--- src/rtl/distance_vector_route_table_unit_macros.svh ---
// Assertion macros shared by the route table modules.
`ifndef DISTANCE_VECTOR_ROUTE_TABLE_UNIT_MACROS_SVH
`define DISTANCE_VECTOR_ROUTE_TABLE_UNIT_MACROS_SVH

// Same-cycle implication, checked out of reset.
`define DVRT_ASSERT_NOW(lbl, ante, cons, msg) \
	lbl: assert property (@(posedge clk) disable iff (!arst_n) (ante) |-> (cons)) \
		else $error(msg);

// Next-cycle implication, checked out of reset.
`define DVRT_ASSERT_NEXT(lbl, ante, cons, msg) \
	lbl: assert property (@(posedge clk) disable iff (!arst_n) (ante) |=> (cons)) \
		else $error(msg);

`endif

--- src/rtl/dvrt_pkg.sv ---
// Shared types and codes of the distance-vector route table.
package dvrt_pkg;

	// request classes decided at the front
	localparam logic [1:0] KIND_DELIVER = 2'd0;
	localparam logic [1:0] KIND_TEXC    = 2'd1;
	localparam logic [1:0] KIND_LOOKUP  = 2'd2;
	localparam logic [1:0] KIND_MERGE   = 2'd3;

	// result actions
	localparam logic [2:0] ACT_DELIVER   = 3'd0;
	localparam logic [2:0] ACT_FORWARD   = 3'd1;
	localparam logic [2:0] ACT_TEXC      = 3'd2;
	localparam logic [2:0] ACT_NO_ROUTE  = 3'd3;
	localparam logic [2:0] ACT_UNCHANGED = 3'd4;
	localparam logic [2:0] ACT_UPDATED   = 3'd5;
	localparam logic [2:0] ACT_ADDED     = 3'd6;
	localparam logic [2:0] ACT_FULL      = 3'd7;

	localparam logic [7:0] METRIC_MAX = 8'hFF;

	typedef struct packed {
		logic [1:0]  kind;
		logic [7:0]  dest_id;
		logic [7:0]  metric;      // advertised metric + 1, saturated
		logic [7:0]  neighbor_id;
		logic [7:0]  ttl;         // ttl to report
		logic [31:0] now;
		logic        last;
	} dvrt_req_t;

	typedef struct packed {
		logic [2:0] action;
		logic [7:0] next_hop;
		logic [7:0] ttl_out;
		logic [7:0] route_metric;
		logic       vector_done;
	} dvrt_res_t;

	typedef struct packed {
		logic [7:0] dest;
		logic [7:0] metric;
		logic [7:0] hop;
	} dvrt_entry_t;

endpackage

--- src/rtl/distance_vector_route_table_unit.sv ---
// Top level of the distance-vector route table: front end, back end and their queue.
//
//   channel   handshake            payload
//   -------   ------------------   -----------------------------------------------
//   config    cfg_valid/cfg_ready  cfg_data (own_id)
//   request   push/full            mode dest_id adv_metric neighbor_id ttl_in now
//                                  last_in_vector
//   result    empty/pop            action next_hop ttl_out route_metric vector_done
//
// Deliver and time-exceeded requests skip the table: their result is registered as
// soon as they leave the queue head.
// Lookup and merge requests scan the table one entry per cycle through the table
// memory's single read port, stopping at the first matching entry or, on a miss,
// after the last entry below the route count, so at most TABLE_DEPTH entries.
// Reset clears own_id, the route count and all handshake state; table contents are
// not cleared, only entries below the route count are ever read.
// The back end starts a request only while the result register is free, so a result
// waiting on pop stalls it; the two-entry request queue keeps taking requests until full.
module distance_vector_route_table_unit import dvrt_pkg::*; #(
	parameter int TABLE_DEPTH = 64
) (
	input  logic        clk,
	input  logic        arst_n,
	input  logic        cfg_valid,
	output logic        cfg_ready,
	input  logic [7:0]  cfg_data,
	input  logic        push,
	output logic        full,
	input  logic        mode,
	input  logic [7:0]  dest_id,
	input  logic [7:0]  adv_metric,
	input  logic [7:0]  neighbor_id,
	input  logic [7:0]  ttl_in,
	input  logic [31:0] now,
	input  logic        last_in_vector,
	output logic        empty,
	input  logic        pop,
	output logic [2:0]  action,
	output logic [7:0]  next_hop,
	output logic [7:0]  ttl_out,
	output logic [7:0]  route_metric,
	output logic        vector_done
);

	logic      q_vld;
	logic      q_pop;
	dvrt_req_t q_data;
	dvrt_res_t res;

	// classify and queue requests
	dvrt_front u_front (
		.clk            (clk),
		.arst_n         (arst_n),
		.cfg_valid      (cfg_valid),
		.cfg_ready      (cfg_ready),
		.cfg_data       (cfg_data),
		.push           (push),
		.full           (full),
		.mode           (mode),
		.dest_id        (dest_id),
		.adv_metric     (adv_metric),
		.neighbor_id    (neighbor_id),
		.ttl_in         (ttl_in),
		.now            (now),
		.last_in_vector (last_in_vector),
		.q_vld          (q_vld),
		.q_pop          (q_pop),
		.q_data         (q_data)
	);

	// search the table and hold the result
	dvrt_back #(
		.DEPTH (TABLE_DEPTH)
	) u_back (
		.clk    (clk),
		.arst_n (arst_n),
		.q_vld  (q_vld),
		.q_pop  (q_pop),
		.q_data (q_data),
		.empty  (empty),
		.pop    (pop),
		.res    (res)
	);

	assign action       = res.action;
	assign next_hop     = res.next_hop;
	assign ttl_out      = res.ttl_out;
	assign route_metric = res.route_metric;
	assign vector_done  = res.vector_done;

endmodule

--- src/rtl/dvrt_front.sv ---
// Front end: config register, request classification and a two-entry request queue.
`include "distance_vector_route_table_unit_macros.svh"
module dvrt_front import dvrt_pkg::*; (
	input  logic        clk,
	input  logic        arst_n,
	input  logic        cfg_valid,
	output logic        cfg_ready,
	input  logic [7:0]  cfg_data,
	input  logic        push,
	output logic        full,
	input  logic        mode,
	input  logic [7:0]  dest_id,
	input  logic [7:0]  adv_metric,
	input  logic [7:0]  neighbor_id,
	input  logic [7:0]  ttl_in,
	input  logic [31:0] now,
	input  logic        last_in_vector,
	output logic        q_vld,
	input  logic        q_pop,
	output dvrt_req_t   q_data
);

	logic [7:0] own_id_q;
	dvrt_req_t  q_mem [2];
	logic       wr_ptr_q;
	logic       rd_ptr_q;
	logic [1:0] q_cnt_q;
	logic       accept;
	logic [7:0] ttl_dec;
	dvrt_req_t  req;

	assign cfg_ready = 1'b1;

	always_ff @(posedge clk or negedge arst_n) begin
		if (!arst_n) begin
			own_id_q <= 8'd0;
		end else if (cfg_valid) begin
			own_id_q <= cfg_data;
		end
	end

	// classify
	always_comb begin
		ttl_dec         = (ttl_in == 8'd0) ? 8'd0 : ttl_in - 8'd1;
		req.dest_id     = dest_id;
		req.neighbor_id = neighbor_id;
		req.now         = now;
		req.metric      = (adv_metric == METRIC_MAX) ? METRIC_MAX : adv_metric + 8'd1;
		req.last        = mode & last_in_vector;
		if (mode) begin
			req.kind = KIND_MERGE;
			req.ttl  = 8'd0;
		end else if (dest_id == own_id_q) begin
			req.kind = KIND_DELIVER;
			req.ttl  = ttl_in;
		end else if (ttl_dec == 8'd0) begin
			req.kind = KIND_TEXC;
			req.ttl  = 8'd0;
		end else begin
			req.kind = KIND_LOOKUP;
			req.ttl  = ttl_dec;
		end
	end

	assign full   = (q_cnt_q == 2'd2);
	assign accept = push & ~full;
	assign q_vld  = (q_cnt_q != 2'd0);
	assign q_data = q_mem[rd_ptr_q];

	always_ff @(posedge clk or negedge arst_n) begin
		if (!arst_n) begin
			wr_ptr_q <= 1'b0;
			rd_ptr_q <= 1'b0;
			q_cnt_q  <= 2'd0;
		end else begin
			if (accept) begin
				wr_ptr_q <= ~wr_ptr_q;
			end
			if (q_pop) begin
				rd_ptr_q <= ~rd_ptr_q;
			end
			if (accept && !q_pop) begin
				q_cnt_q <= q_cnt_q + 2'd1;
			end else if (!accept && q_pop) begin
				q_cnt_q <= q_cnt_q - 2'd1;
			end
		end
	end

	always_ff @(posedge clk) begin
		if (accept) begin
			q_mem[wr_ptr_q] <= req;
		end
	end

	`DVRT_ASSERT_NOW(a_q_bound, 1'b1, q_cnt_q != 2'd3, "request queue count out of range")
	`DVRT_ASSERT_NOW(a_q_pop_nonempty, q_pop, q_cnt_q != 2'd0, "pop from empty request queue")
	`DVRT_ASSERT_NEXT(a_q_grow, accept && !q_pop, q_cnt_q == $past(q_cnt_q) + 2'd1, "queue count missed a push")

endmodule

--- src/rtl/dvrt_back.sv ---
// Back end: route table memory, linear first-match search and result register.
`include "distance_vector_route_table_unit_macros.svh"
module dvrt_back import dvrt_pkg::*; #(
	parameter int DEPTH = 64
) (
	input  logic      clk,
	input  logic      arst_n,
	input  logic      q_vld,
	output logic      q_pop,
	input  dvrt_req_t q_data,
	output logic      empty,
	input  logic      pop,
	output dvrt_res_t res
);

	localparam int IW = (DEPTH > 1) ? $clog2(DEPTH) : 1;
	localparam int CW = $clog2(DEPTH + 1);

	localparam logic ST_IDLE   = 1'b0;
	localparam logic ST_SEARCH = 1'b1;

	logic          state_q;
	dvrt_req_t     cur_q;
	logic [CW-1:0] rd_idx_q;
	logic [IW-1:0] cmp_idx_q;
	logic          cmp_vld_q;
	logic [CW-1:0] cnt_q;
	logic          out_vld_q;
	dvrt_res_t     out_q;

	dvrt_entry_t   ent_mem [DEPTH];
	logic [31:0]   time_mem [DEPTH];
	dvrt_entry_t   rd_data_q;

	logic          start;
	logic          quick;
	logic          hit;
	logic          more;
	logic          rd_en;
	logic          fin;
	logic          is_merge;
	logic          replace;
	logic          has_room;
	logic          wr_en;
	logic [IW-1:0] wr_addr;
	logic          cnt_inc;
	dvrt_res_t     quick_res;
	dvrt_res_t     res_d;

	assign start = (state_q == ST_IDLE) && q_vld && !out_vld_q;
	assign q_pop = start;
	assign quick = start && (q_data.kind == KIND_DELIVER || q_data.kind == KIND_TEXC);

	always_comb begin
		quick_res              = '0;
		quick_res.action       = (q_data.kind == KIND_DELIVER) ? ACT_DELIVER : ACT_TEXC;
		quick_res.ttl_out      = q_data.ttl;
	end

	assign hit      = cmp_vld_q && (rd_data_q.dest == cur_q.dest_id);
	assign more     = (rd_idx_q < cnt_q);
	assign rd_en    = (state_q == ST_SEARCH) && !hit && more;
	assign fin      = (state_q == ST_SEARCH) && (hit || !more);
	assign is_merge = (cur_q.kind == KIND_MERGE);
	assign replace  = (rd_data_q.metric > cur_q.metric) || (rd_data_q.hop == cur_q.neighbor_id);
	assign has_room = (cnt_q < CW'(DEPTH));

	// resolve the request once the search ends
	always_comb begin
		res_d             = '0;
		res_d.ttl_out     = cur_q.ttl;
		res_d.vector_done = cur_q.last;
		wr_en             = 1'b0;
		wr_addr           = cmp_idx_q;
		cnt_inc           = 1'b0;
		if (hit) begin
			if (!is_merge) begin
				res_d.action       = ACT_FORWARD;
				res_d.next_hop     = rd_data_q.hop;
				res_d.route_metric = rd_data_q.metric;
			end else if (replace) begin
				res_d.action       = ACT_UPDATED;
				res_d.next_hop     = cur_q.neighbor_id;
				res_d.route_metric = cur_q.metric;
				wr_en              = fin;
			end else begin
				res_d.action       = ACT_UNCHANGED;
				res_d.next_hop     = rd_data_q.hop;
				res_d.route_metric = rd_data_q.metric;
			end
		end else if (!is_merge) begin
			res_d.action = ACT_NO_ROUTE;
		end else if (has_room) begin
			res_d.action       = ACT_ADDED;
			res_d.next_hop     = cur_q.neighbor_id;
			res_d.route_metric = cur_q.metric;
			wr_en              = fin;
			wr_addr            = cnt_q[IW-1:0];
			cnt_inc            = fin;
		end else begin
			res_d.action = ACT_FULL;
		end
	end

	always_ff @(posedge clk or negedge arst_n) begin
		if (!arst_n) begin
			state_q   <= ST_IDLE;
			rd_idx_q  <= '0;
			cmp_idx_q <= '0;
			cmp_vld_q <= 1'b0;
			cnt_q     <= '0;
			out_vld_q <= 1'b0;
		end else begin
			case (state_q)
				ST_IDLE: begin
					if (start && !quick) begin
						state_q   <= ST_SEARCH;
						rd_idx_q  <= '0;
						cmp_vld_q <= 1'b0;
					end
				end
				ST_SEARCH: begin
					cmp_vld_q <= rd_en;
					if (rd_en) begin
						rd_idx_q  <= rd_idx_q + CW'(1);
						cmp_idx_q <= rd_idx_q[IW-1:0];
					end
					if (fin) begin
						state_q <= ST_IDLE;
					end
				end
				default: begin
					state_q <= ST_IDLE;
				end
			endcase
			if (cnt_inc) begin
				cnt_q <= cnt_q + CW'(1);
			end
			if (quick || fin) begin
				out_vld_q <= 1'b1;
			end else if (pop && out_vld_q) begin
				out_vld_q <= 1'b0;
			end
		end
	end

	always_ff @(posedge clk) begin
		if (start) begin
			cur_q <= q_data;
		end
		if (quick) begin
			out_q <= quick_res;
		end else if (fin) begin
			out_q <= res_d;
		end
	end

	// table memory: one write port, one registered read port
	always_ff @(posedge clk) begin
		if (wr_en) begin
			ent_mem[wr_addr]  <= '{dest: cur_q.dest_id, metric: cur_q.metric,
				hop: cur_q.neighbor_id};
			time_mem[wr_addr] <= cur_q.now;
		end
		if (rd_en) begin
			rd_data_q <= ent_mem[rd_idx_q[IW-1:0]];
		end
	end

	assign empty = !out_vld_q;
	assign res   = out_q;

	`DVRT_ASSERT_NOW(a_cnt_bound, 1'b1, cnt_q <= CW'(DEPTH), "route count exceeds table depth")
	`DVRT_ASSERT_NOW(a_fin_slot_free, fin || quick, !out_vld_q, "result overwrites a pending result")
	`DVRT_ASSERT_NEXT(a_add_counts, fin && res_d.action == ACT_ADDED, cnt_q == $past(cnt_q) + CW'(1), "added route not counted")

endmodule

--- config.mk ---
export PLATFORM = sky130hd
export DESIGN_NAME = distance_vector_route_table_unit
export DESIGN_NICKNAME = d
export VERILOG_FILES = /design/src/rtl/dvrt_pkg.sv /design/src/rtl/distance_vector_route_table_unit.sv /design/src/rtl/dvrt_front.sv /design/src/rtl/dvrt_back.sv
export VERILOG_INCLUDE_DIRS = /design/src /design/src/rtl
export SDC_FILE = /design/constraint.sdc
export NUM_CORES = 2
export LEC_CHECK = 0
export BUFFER_PORTS_ARGS = -buffer_cell sky130_fd_sc_hd__clkbuf_2
export CAP_MARGIN = 20
export CORE_UTILIZATION = 62
export DETAILED_ROUTE_END_ITERATION = 8
export PLACE_DENSITY = 0.79
export SETUP_SLACK_MARGIN = 0.05
export SKIP_LAST_GASP = 1
export SLEW_MARGIN = 20
export SYNTH_ARGS = -nofsm -noshare
export SYNTH_HDL_FRONTEND = slang
export SYNTH_SLANG_ARGS = --single-unit
--- constraint.sdc ---
create_clock -name clk -period 7.25 [get_ports clk]
set_clock_uncertainty 0.15 [all_clocks]
set_input_delay 1.45 -clock clk [delete_from_list [all_inputs] [get_ports clk]]
set_output_delay 1.45 -clock clk [all_outputs]
set_load 0.005 [all_outputs]
==> summary.txt <==
crit start category: flip-flop
top post-synthesis cells by area: edfxtp_1, mux4_2, dfrtp_1, mux2_2, mux2i_1
cell mode on critical path: buf_4
arrival time at the worst endpoint: 5010 ps
DR vias: 33488
FF-to-FF setup slack: 2560 ps
synth warn: 0
reg2reg path depth: 9
P_sw: 0.008512 W
Filler Cell Count: 6003
CP max stage cell: buf_4
Area after DPL: 69900 um2
first-pass GRT wire length: 238.9 mm
buffers plus inverters on the worst setup path: 2
final setup TNS: 0 ps
Sink Count: 1728
leakage power: 23.18 nW
Int Pwr: 0.02008 W
synthesized cell area: 67230 um2
Worst Hold Launch: u_back.res[0]
Cells on Worst Hold Path: 2
Post-CTS Resized: 0
DR pass1 iterations: 6
number of global-route vias before repair: 33655
peak supply drop: 0.3566 mV
max incr delay on CP: 790 ps
Die X: 331.3 um
hold endpoint: u_back.res[0]
Final ANT Viol Nets: 0
critical path fanouts, max: 64
WS Path Type: reg -> reg
CTS clk-pin slew, worst paths: 60 ps
syn nets: 3123
Crit path max-delay family: simple AND/OR/NAND/NOR gates
final setup margin: 2555 ps
initial antenna violation count: 4
Yosys top cell area share: 0.7486
max cap viols: 0
Root Buffer: clkbuf_16
outcome: finished, final reports clean
CORE AREA: 107400 um2
Sequential Power Share: 0.460
CTS tree: yes
Tmin final: 4695 ps
period utilisation layout: 0.6475
initial core utilization: 0.6262
Post-Synthesis Cells: 3025
part of the Yosys area used for sequential elements: 0.7667
sw frac: 0.2977
Ports: 110
Nets: 3321
port bufs: 76
count of final hold-check violations: 0
relative slew slack: 0.2371
measured slew at the worst slew-check pin: 1130 ps
CTS H-tree lvls: 4
cts bufs inserted: 161
CTS Buffer Depth: 3
RSZ-0062 raised after global routing: no
post-CTS setup buffers: 0
antenna cells: 0
Seq cells post-synth: 1728
worst flop-to-flop path endpoint: u_back.ent_mem[5][6]
clock power share: 0.290
largest net degree at the start of global routing: 156
Critical R2R Launch: u_back.cur_q[59]
Setup WS pre-CTS: 2667 ps
DRT Wirelength: 167.4 mm
Main synth FF type: edfxtp_1
DPL Wire Length: 89.32 mm
hold_buf cts: 0
Avg Vias per Cell: 7.061
drc violations: 0
Clk Latency, worst-skew pair: 770 ps
Overflow after GRT: 0
row count: 120
CP endpoint kind: flip-flop
Die Area: 109800 um2
fraction of layout cells with a size suffix above 1: 0.2967
CP cell instances: xnor2_1, nand3_1, nor4_4, or3_2, nor2_1, a31oi_4, buf_4, nor3_2, buf_4
placer congestion estimate: 0.9571
Final setup viols: 0
Syn Area/Cell: 22.22 um2
combinational share of power: 0.250
Die Span Y: 331.3 um
wire per inst: 35.29 um
Syn-to-layout area delta: 11.54%
Hold Crit Class: reg -> reg
Synth cell types: 56
CP required: 7560 ps
EDFF count, synth: 1676
PD cells: 381.3 nW/um2
drt first-iter violations: 4758
final slew viol count: 0
post-synth top area cell: edfxtp_1
asr flop ratio synth: 0.02025
maximum achievable frequency: 213.0 MHz
post-route cell area: 74980 um2
gr usage total: 0.3082
[kinds of logic (layout without fill, tap and decap cells)]
logic type                 after synthesis  count (layout)  synth area share
xor gates and xnor gates                42              42          0.005472
AOI/OAI and AO/OA                      206             206           0.02211
other                                    1               1        0.00005578
DFF                                   1728            1728            0.7667
adders and majority gates               19              19          0.003536
buffers and inverters                  194             509           0.01403
and+or+nand+nor                        289             289           0.02237
muxes                                  546             546            0.1657
[cell usage in the layout, fill, tap and decap left out, drive strengths merged, types with 16 or more instances in the layout]
cell and n:
edfxtp 1676, mux4 449, clkbuf 280, buf 127, nor3 95, mux2i 50
clkinv 50, mux2 47, nor2 45, a21oi 43, nor2b 42, nand2 39
dfrtp 35, inv 31, a22o 28, xor2 27, a211oi 24, a31oi 24
ha 19, dfxtp 17, o22ai 16, bufinv 16
[power groups by stage]
| stage | registers [W] | logic [W] | clock network [W] |
|---|---|---|---|
| finish | 0.0131 | 0.00715 | 0.00830 |
| global route | 0.0132 | 0.00746 | 0.00871 |
| CTS | 0.0131 | 0.00709 | 0.00837 |
| detailed placement | 0.0133 | 0.00698 | 0 |
| global placement | 0.0133 | 0.00667 | 0 |
| floorplan | 0.0137 | 0.00408 | 0 |
[cell usage after synthesis (3+ instances only)]
master	count
a2111oi_0	11
a211oi_1	24
a21o_1	3
a21oi_1	43
a221o_1	15
a22o_1	28
a22oi_1	10
a31oi_1	23
a41oi_1	6
and2_1	5
and3_1	14
buf_1	15
buf_2	46
buf_4	22
buf_6	10
clkbuf_1	74
dfrtp_1	35
dfxtp_1	17
edfxtp_1	1676
ha_1	19
inv_1	26
mux2_2	47
mux2i_1	50
mux4_2	449
nand2_1	39
nand2b_1	3
nand3_1	10
nand4_1	9
nor2_1	44
nor2b_1	42
nor3_1	95
nor4_1	14
o21ai_0	7
o21ai_1	3
o22ai_1	16
o41ai_1	9
xnor2_1	15
xor2_1	27
[area by class of cell]
cell class / instances / area, um2 / area share
clock buffer: 205 / 4289 / 0.05720
clock inverter: 75 / 782.0 / 0.01043
inverter: 27 / 101.3 / 0.001352
multi-input combinational: 1103 / 15110 / 0.2015
sequential: 1728 / 51560 / 0.6876
tap: 1403 / 1755 / 0.02341
timing repair buffer: 202 / 1389 / 0.01852
[per-layer routing]
layer  vias up  wire [um]  GRT usage
met1     17648      60440     0.4221
met4         0       6157     0.1152
met5         -          0          0
met3       321      18240    0.06846
met2      2341      82570     0.4941
li1      13178          -          -
[worst max path at each step]
stage,startpoint,endpoint,slack [ps],cells past startpoint
after floorplan,u_back.cur_q[63],u_back.ent_mem[40][0],2080,8
after global placement,u_back.cur_q[51],u_back.ent_mem[40][0],2580,12
after detailed placement,u_back.cur_q[59],u_back.ent_mem[37][1],2670,9
after CTS,u_back.cur_q[59],u_back.ent_mem[37][3],2630,9
after global routing,u_back.cur_q[59],u_back.ent_mem[14][1],2340,9
final,u_back.cur_q[59],u_back.ent_mem[5][6],2560,9
[worst min-delay path: stages, from the launching register on]
cell and delay, ps:
dfxtp_1 320, nand3_1 60, nand2_1 50
[through the flow]
stage | instances | hold WS, ps | utilization | total power [W]
after floorplan | 3025 | 258.1 | - | 0.01773
final | 4743 | 325.1 | 0.6985 | 0.02859
after global routing | 4743 | 339.1 | 0.6985 | 0.02934
after detailed placement | 4462 | 309.9 | 0.6511 | 0.02031
after global placement | 4462 | 300.3 | 0.6510 | 0.01997
after CTS | 4742 | 323.8 | 0.6983 | 0.02859
[flip-flops by register name, summed over array words and instances (netlist names)]
name              cells
u_back.ent_mem     1536
u_front.q_mem        70
u_back.cur_q         35
u_back.res           28
u_back.rd_data_q     24
u_front.own_id_q      8
u_back.cnt_q          7
u_back.rd_idx_q       7
u_back.cmp_idx_q      6
u_front.q_cnt_q       2
u_back.cmp_vld_q      1
u_back.out_vld_q      1
u_back.state_q        1
u_front.rd_ptr_q      1
u_front.wr_ptr_q      1
No activity file was read; power rests on OpenSTA's default activity.
